### src/rtl/lphs_pkg.sv
// Package for the linear probing hash set: request codes, bucket marks,
// request and result word layouts, datapath command and status structs. No dependencies.
package lphs_pkg;

  localparam int unsigned KeyW  = 31;
  localparam int unsigned SizeW = 11;
  localparam int unsigned SlotW = 10;

  typedef enum logic [1:0] {
    REQ_INSERT = 2'd0,
    REQ_ERASE  = 2'd1,
    REQ_FIND   = 2'd2,
    REQ_NOP    = 2'd3
  } req_e;

  typedef enum logic [1:0] {
    MARK_NEVER = 2'd0,
    MARK_LIVE  = 2'd1,
    MARK_GONE  = 2'd2,
    MARK_RSVD  = 2'd3
  } mark_e;

  // Request and result word layouts
  typedef struct packed {
    req_e            req_type;
    logic [KeyW-1:0] key;
  } req_word_t;

  typedef struct packed {
    logic             ok;
    logic [SlotW-1:0] slot;
    logic [SizeW-1:0] used_count;
  } res_word_t;

  // Controller -> datapath commands
  typedef struct packed {
    logic load;      // capture request word, start modulo
    logic mod_step;  // one restoring-division step
    logic rd;        // issue bucket read at current index
    logic adv;       // advance index with wrap
    logic wr_live;   // write key, mark live at current index
    logic wr_gone;   // mark current index deleted
    logic clr;       // clear sweep write at sweep index
    logic clr_adv;   // advance sweep index
    logic res_hit;   // result ok=1 slot=index
    logic res_ok;    // result ok=1 slot=0
    logic res_miss;  // result ok=0 slot=0
  } cmd_t;

  // Datapath -> controller status
  typedef struct packed {
    logic mod_done;
    logic live;      // read mark is live
    logic never;     // read mark is never used
    logic match;     // read key equals request key
    logic nxt_home;  // advanced index equals home
    logic last;      // probe count reached table size
    logic clr_last;  // sweep at last entry
    req_e req;
  } sts_t;

endpackage

### src/rtl/lphs_ctrl.sv
// Controller of the hash set: clearing pass, modulo, probe walk, result.
// Depends on lphs_pkg.
module lphs_ctrl import lphs_pkg::*; (
  input  logic clk_i,
  input  logic rst_ni,
  input  logic in_valid_i,
  output logic in_ready_o,
  output logic out_valid_o,
  input  logic out_ready_i,
  input  sts_t sts_i,
  output cmd_t cmd_o
);
  typedef enum logic [3:0] {
    ST_CLEAR, ST_IDLE, ST_MOD, ST_READ, ST_WAIT, ST_EVAL, ST_OUT, ST_STEP, ST_CHECK
  } state_e;

  state_e state_q;
  logic   ovalid_q;

  // A new word is taken only once the previous result word has left
  assign in_ready_o  = (state_q == ST_IDLE) && !ovalid_q;
  assign out_valid_o = ovalid_q;

  // Command decode per state
  always_comb begin
    cmd_o = '0;
    case (state_q)
      ST_CLEAR: begin
        cmd_o.clr = 1'b1;
        cmd_o.clr_adv = 1'b1;
      end
      ST_IDLE:  cmd_o.load = in_valid_i && !ovalid_q;
      ST_MOD:   cmd_o.mod_step = !sts_i.mod_done;
      ST_READ:  cmd_o.rd = 1'b1;
      ST_EVAL: begin
        case (sts_i.req)
          REQ_INSERT: begin
            if (!sts_i.live) begin
              cmd_o.wr_live = 1'b1;
              cmd_o.res_hit = 1'b1;
            end else if (sts_i.last) cmd_o.res_miss = 1'b1;
            else cmd_o.adv = 1'b1;
          end
          REQ_ERASE: begin
            cmd_o.wr_gone = sts_i.live && sts_i.match;
            cmd_o.adv = 1'b1;
          end
          REQ_FIND: begin
            if (sts_i.live && sts_i.match) cmd_o.res_hit = 1'b1;
            else cmd_o.adv = 1'b1;
          end
          default: cmd_o.res_miss = 1'b1;
        endcase
      end
      ST_STEP: begin
        // after advancing, read next mark to decide whether to go on
        cmd_o.rd = 1'b1;
      end
      ST_WAIT: begin
        if (sts_i.req == REQ_ERASE) cmd_o.res_ok = 1'b1;
        else cmd_o.res_miss = 1'b1;
      end
      default: ;
    endcase
  end

  // State and output valid
  always_ff @(posedge clk_i or negedge rst_ni) begin
    if (!rst_ni) begin
      state_q  <= ST_CLEAR;
      ovalid_q <= 1'b0;
    end else begin
      if (out_valid_o && out_ready_i) ovalid_q <= 1'b0;
      case (state_q)
        ST_CLEAR: if (sts_i.clr_last) state_q <= ST_IDLE;
        ST_IDLE:  if (in_valid_i && !ovalid_q) state_q <= ST_MOD;
        ST_MOD: begin
          if (sts_i.mod_done) begin
            if (sts_i.req == REQ_NOP) begin
              state_q <= ST_EVAL;
            end else state_q <= ST_READ;
          end
        end
        ST_READ:  state_q <= ST_EVAL;
        ST_EVAL: begin
          if (cmd_o.res_hit || cmd_o.res_miss) begin
            state_q <= ST_OUT;
          end else if (sts_i.req == REQ_INSERT) state_q <= ST_READ;
          else if (sts_i.nxt_home) state_q <= ST_WAIT;
          else state_q <= ST_STEP;
        end
        ST_STEP:  state_q <= ST_CHECK;
        // walk stops at a never used bucket, else evaluate the word just read
        ST_CHECK: begin
          if (sts_i.never) state_q <= ST_WAIT;
          else state_q <= ST_EVAL;
        end
        ST_WAIT:  state_q <= ST_OUT;
        ST_OUT: begin
          if (!ovalid_q) begin
            ovalid_q <= 1'b1;
            state_q  <= ST_IDLE;
          end
        end
        default:  state_q <= ST_IDLE;
      endcase
    end
  end
endmodule

### config.mk
export PLATFORM = sky130hd
export DESIGN_NAME = lphs_ctrl
export DESIGN_NICKNAME = d
export VERILOG_FILES = /design/src/rtl/lphs_pkg.sv /design/src/rtl/lphs_ctrl.sv
export SDC_FILE = /design/constraint.sdc
export NUM_CORES = 1
export LEC_CHECK = 0
export ABC_AREA = 1
export BUFFER_PORTS_ARGS = -buffer_cell sky130_fd_sc_hd__buf_2
export CAP_MARGIN = 20
export CORE_MARGIN = 2
export CORE_UTILIZATION = 46
export CTS_BUF_LIST = sky130_fd_sc_hd__clkbuf_16
export DETAILED_ROUTE_END_ITERATION = 7
export PLACE_DENSITY = 0.77
export SLEW_MARGIN = 20
export SYNTH_ARGS = -nofsm -noshare
export SYNTH_HDL_FRONTEND = slang
export SYNTH_SLANG_ARGS = --single-unit
### constraint.sdc
create_clock -name clk_i -period 1.5 [get_ports clk_i]
set_input_delay 0.3 -clock clk_i [delete_from_list [all_inputs] [get_ports clk_i]]
set_output_delay 0.3 -clock clk_i [all_outputs]
set_load 0.005 [all_outputs]
==> results.tsv <==
metric	value	unit
status	finished, violations left	
failing checks	negative setup slack	
initial core utilization	48.49	%
Sequential Power Share	13.5	%
Final Net Count	174	
pin count of the biggest net entering global routing	8	
worst path bufs/invs	2	
Die W	40.81	um
most common cell after layout, fill and taps aside	buf_2	
CP cell instances	buf_6 > nor2_4 > buf_4 > nand2_1 > nor2_1 > nor3_1 > nand2_1 > nand2_1 > nand2_1	
Distinct cells, synth	20	
GR Overflow Total	0	
first-pass GRT wire length	3160	um
Mapped Avg Cell Area	5.934	sq um
Mapped Area	623.1	sq um
Post-DP Area	770.7	sq um
Setup WS post-layout	-0.1780	ns
Max-Cap Viols	0	
Crit path top cell by count	nand2_1	
Vert. Die Dim	40.81	um
combinational share of power	64.7	%
GRT Overall Usage	29.44	%
initial antenna violation count	0	
vias per inst	5.749	
H-tree Lvls	1	
share of cells above drive strength 1	57.69	%
top cell family by delay on the critical path	simple AND/OR/NAND/NOR gates	
CP max stage delay	0.43	ns
DRT Wirelength	3187	um
FP Rows	13	
Reg clk slew, reported paths	0.04	ns
TritonCTS clock tree	built	
I/O pin cnt	26	
Critical Path Start Type	flop	
drc violations	0	
placed insts	146	
clock share of power	21.9	%
Switching Fraction	45.86	%
Final Skew	0.005533	ns
non-filler cells, final	171	
EDFF count, synth	0	
post-synthesis register bit count	5	
Sink Count	5	
FMAX	596.0	MHz
unrepaired setup endpoints after global routing	yes	
die area	0.001665	sq mm
worst vdd ir	1516	uV
GP Congestion	0.8532	
CORE AREA	0.001285	sq mm
Final Slew Violations	0	
fillcell total	46	
pre-CTS WS	-0.06745	ns
TritonCTS Buffers	3	
# diodes	0	
Hold Path Class	in2reg	
WL/cell	18.64	um
min cycle time layout	1.678	ns
worst skew pair latency	0.23	ns
most frequent cells in the layout	buf_2 (24), nand2_1 (22), buf_4 (20), nor2_1 (13), inv_1 (12)	
kind of critical path	reg2reg	
Int Pwr	1.109	mW
drt pass-1 iters	7	
crit-path max FO	4	
Pwr Density	1727	mW/mm^2
Hold Fails Final Rpt	0	
crit path max-delay cell type	dfrtp_1	
Async S/R FF share, synth	100.0	%
Worst slew margin	77.39	%
sequential share of the synthesized area	20.08	%
post-DP HPWL	1259	um
period utilization	111.9	%
CTS Buffer Depth	2	
Req. time, crit path	1.61	ns
setup_tns	-1.456	ns
leakage power	0.6577	nW
top_reg_cell synth	dfrtp_1	
initial DRC count	111	
IO Port Bufs	25	
Final ANT Viol Nets	0	
CTS root buf	clkbuf_16	
Setup violations, final	14	
DR vias	983	
synth-to-layout area growth	90.36	%
Psw	0.9392	mW
vias in the first global route	815	
Final Cell Area	0.001186	sq mm
Cells after Synth	105	
worst slew pin tran	0.3385	ns
CP arrival	1.79	ns
Critical Path End Type	flop	
Ys Warns	0	
Syn Nets	122	
cell families (layout without fill, tap and decap cells):
group                    Yosys count  count (layout)  synth area share, %
AND/OR/NAND/NOR                   72              72                53.21
AO/OA/AOI/OAI                      4               4                4.218
flip-flops                         5               5                20.08
adder cells (fa/ha/maj)            4               4                8.032
buffers and inverters             20              71                14.46
worst paths after layout:
| check | start | to | slack (ns) | depth (start not counted) |
|---|---|---|---|---|
| max | state_q[2] | state_q[2] | -0.18 | 9 |
| min | out_ready_i | out_valid_o | 0.26 | 2 |
| max reg2reg | state_q[2] | state_q[2] | -0.18 | 9 |
| min reg2reg | out_valid_o | state_q[2] | 0.68 | 2 |
| max in group asynchronous | rst_ni | state_q[0] | 0.91 | 2 |
| min in group asynchronous | rst_ni | state_q[2] | 0.43 | 2 |
sequential cells by signal (all words and copies together), names as in the netlist:
name / cells
out_valid_o: 1
state_q: 4
routing by layer:
metal  track usage, %  part of all wire, %  vias to the layer above
li1                 -                    -                      429
met1            28.43                   37                      435
met2            52.34                   48                       91
met3            11.41                  9.4                       28
met4            16.67                  5.7                        0
met5                0                    0                        -
cell type report:
type                            instances  area [sq um]  area share, %
Multi-Input combinational cell         80         559.3          47.15
Inverter                               17         63.81          5.380
Sequential cell                         5         128.9          10.86
Clock inverter                          1         3.754         0.3165
Clock buffer                            3         75.07          6.329
Timing Repair Buffer                   50         336.6          28.38
Tap cell                               15         18.77          1.582
through the flow:
stage	utilization (%)	hold slack [ns]	total power [mW]
after floorplan	-	0.004409	0.7607
after global placement	59.98	0.1172	0.9234
after detailed placement	59.98	0.1207	0.9329
after CTS	79.26	0.2647	1.634
after global routing	92.31	0.2754	2.154
final	92.31	0.2589	2.048
power groups by stage:
stage | clock [mW] | sequential [mW] | combinational [mW]
after floorplan | 0 | 0.200 | 0.561
after global placement | 0 | 0.251 | 0.672
after detailed placement | 0 | 0.252 | 0.681
after CTS | 0.436 | 0.249 | 0.948
after global routing | 0.459 | 0.276 | 1.42
final | 0.448 | 0.276 | 1.32
cell usage after synthesis (all sizes together) (2+ instances only):
cell type	n	area share [%]
ha	4	8.0
inv	17	10
nor3	4	3.2
o21ai	2	1.6
nor2	22	16
nand3	10	9.6
nand4	2	2.0
dfrtp	5	20
nand2	31	19
buf	3	4.2
repair_timing:
action / 4_1_cts / 5_1_grt
pin swaps: 8 / 13
hold buffers: 1 / 0
endpoints found under the setup margin: 11 / 15
buffers inserted: 14 / 7
resized for setup: 19 / 28
hold endpoints to repair: 5 / 0
(Power assumes the default switching activity.)
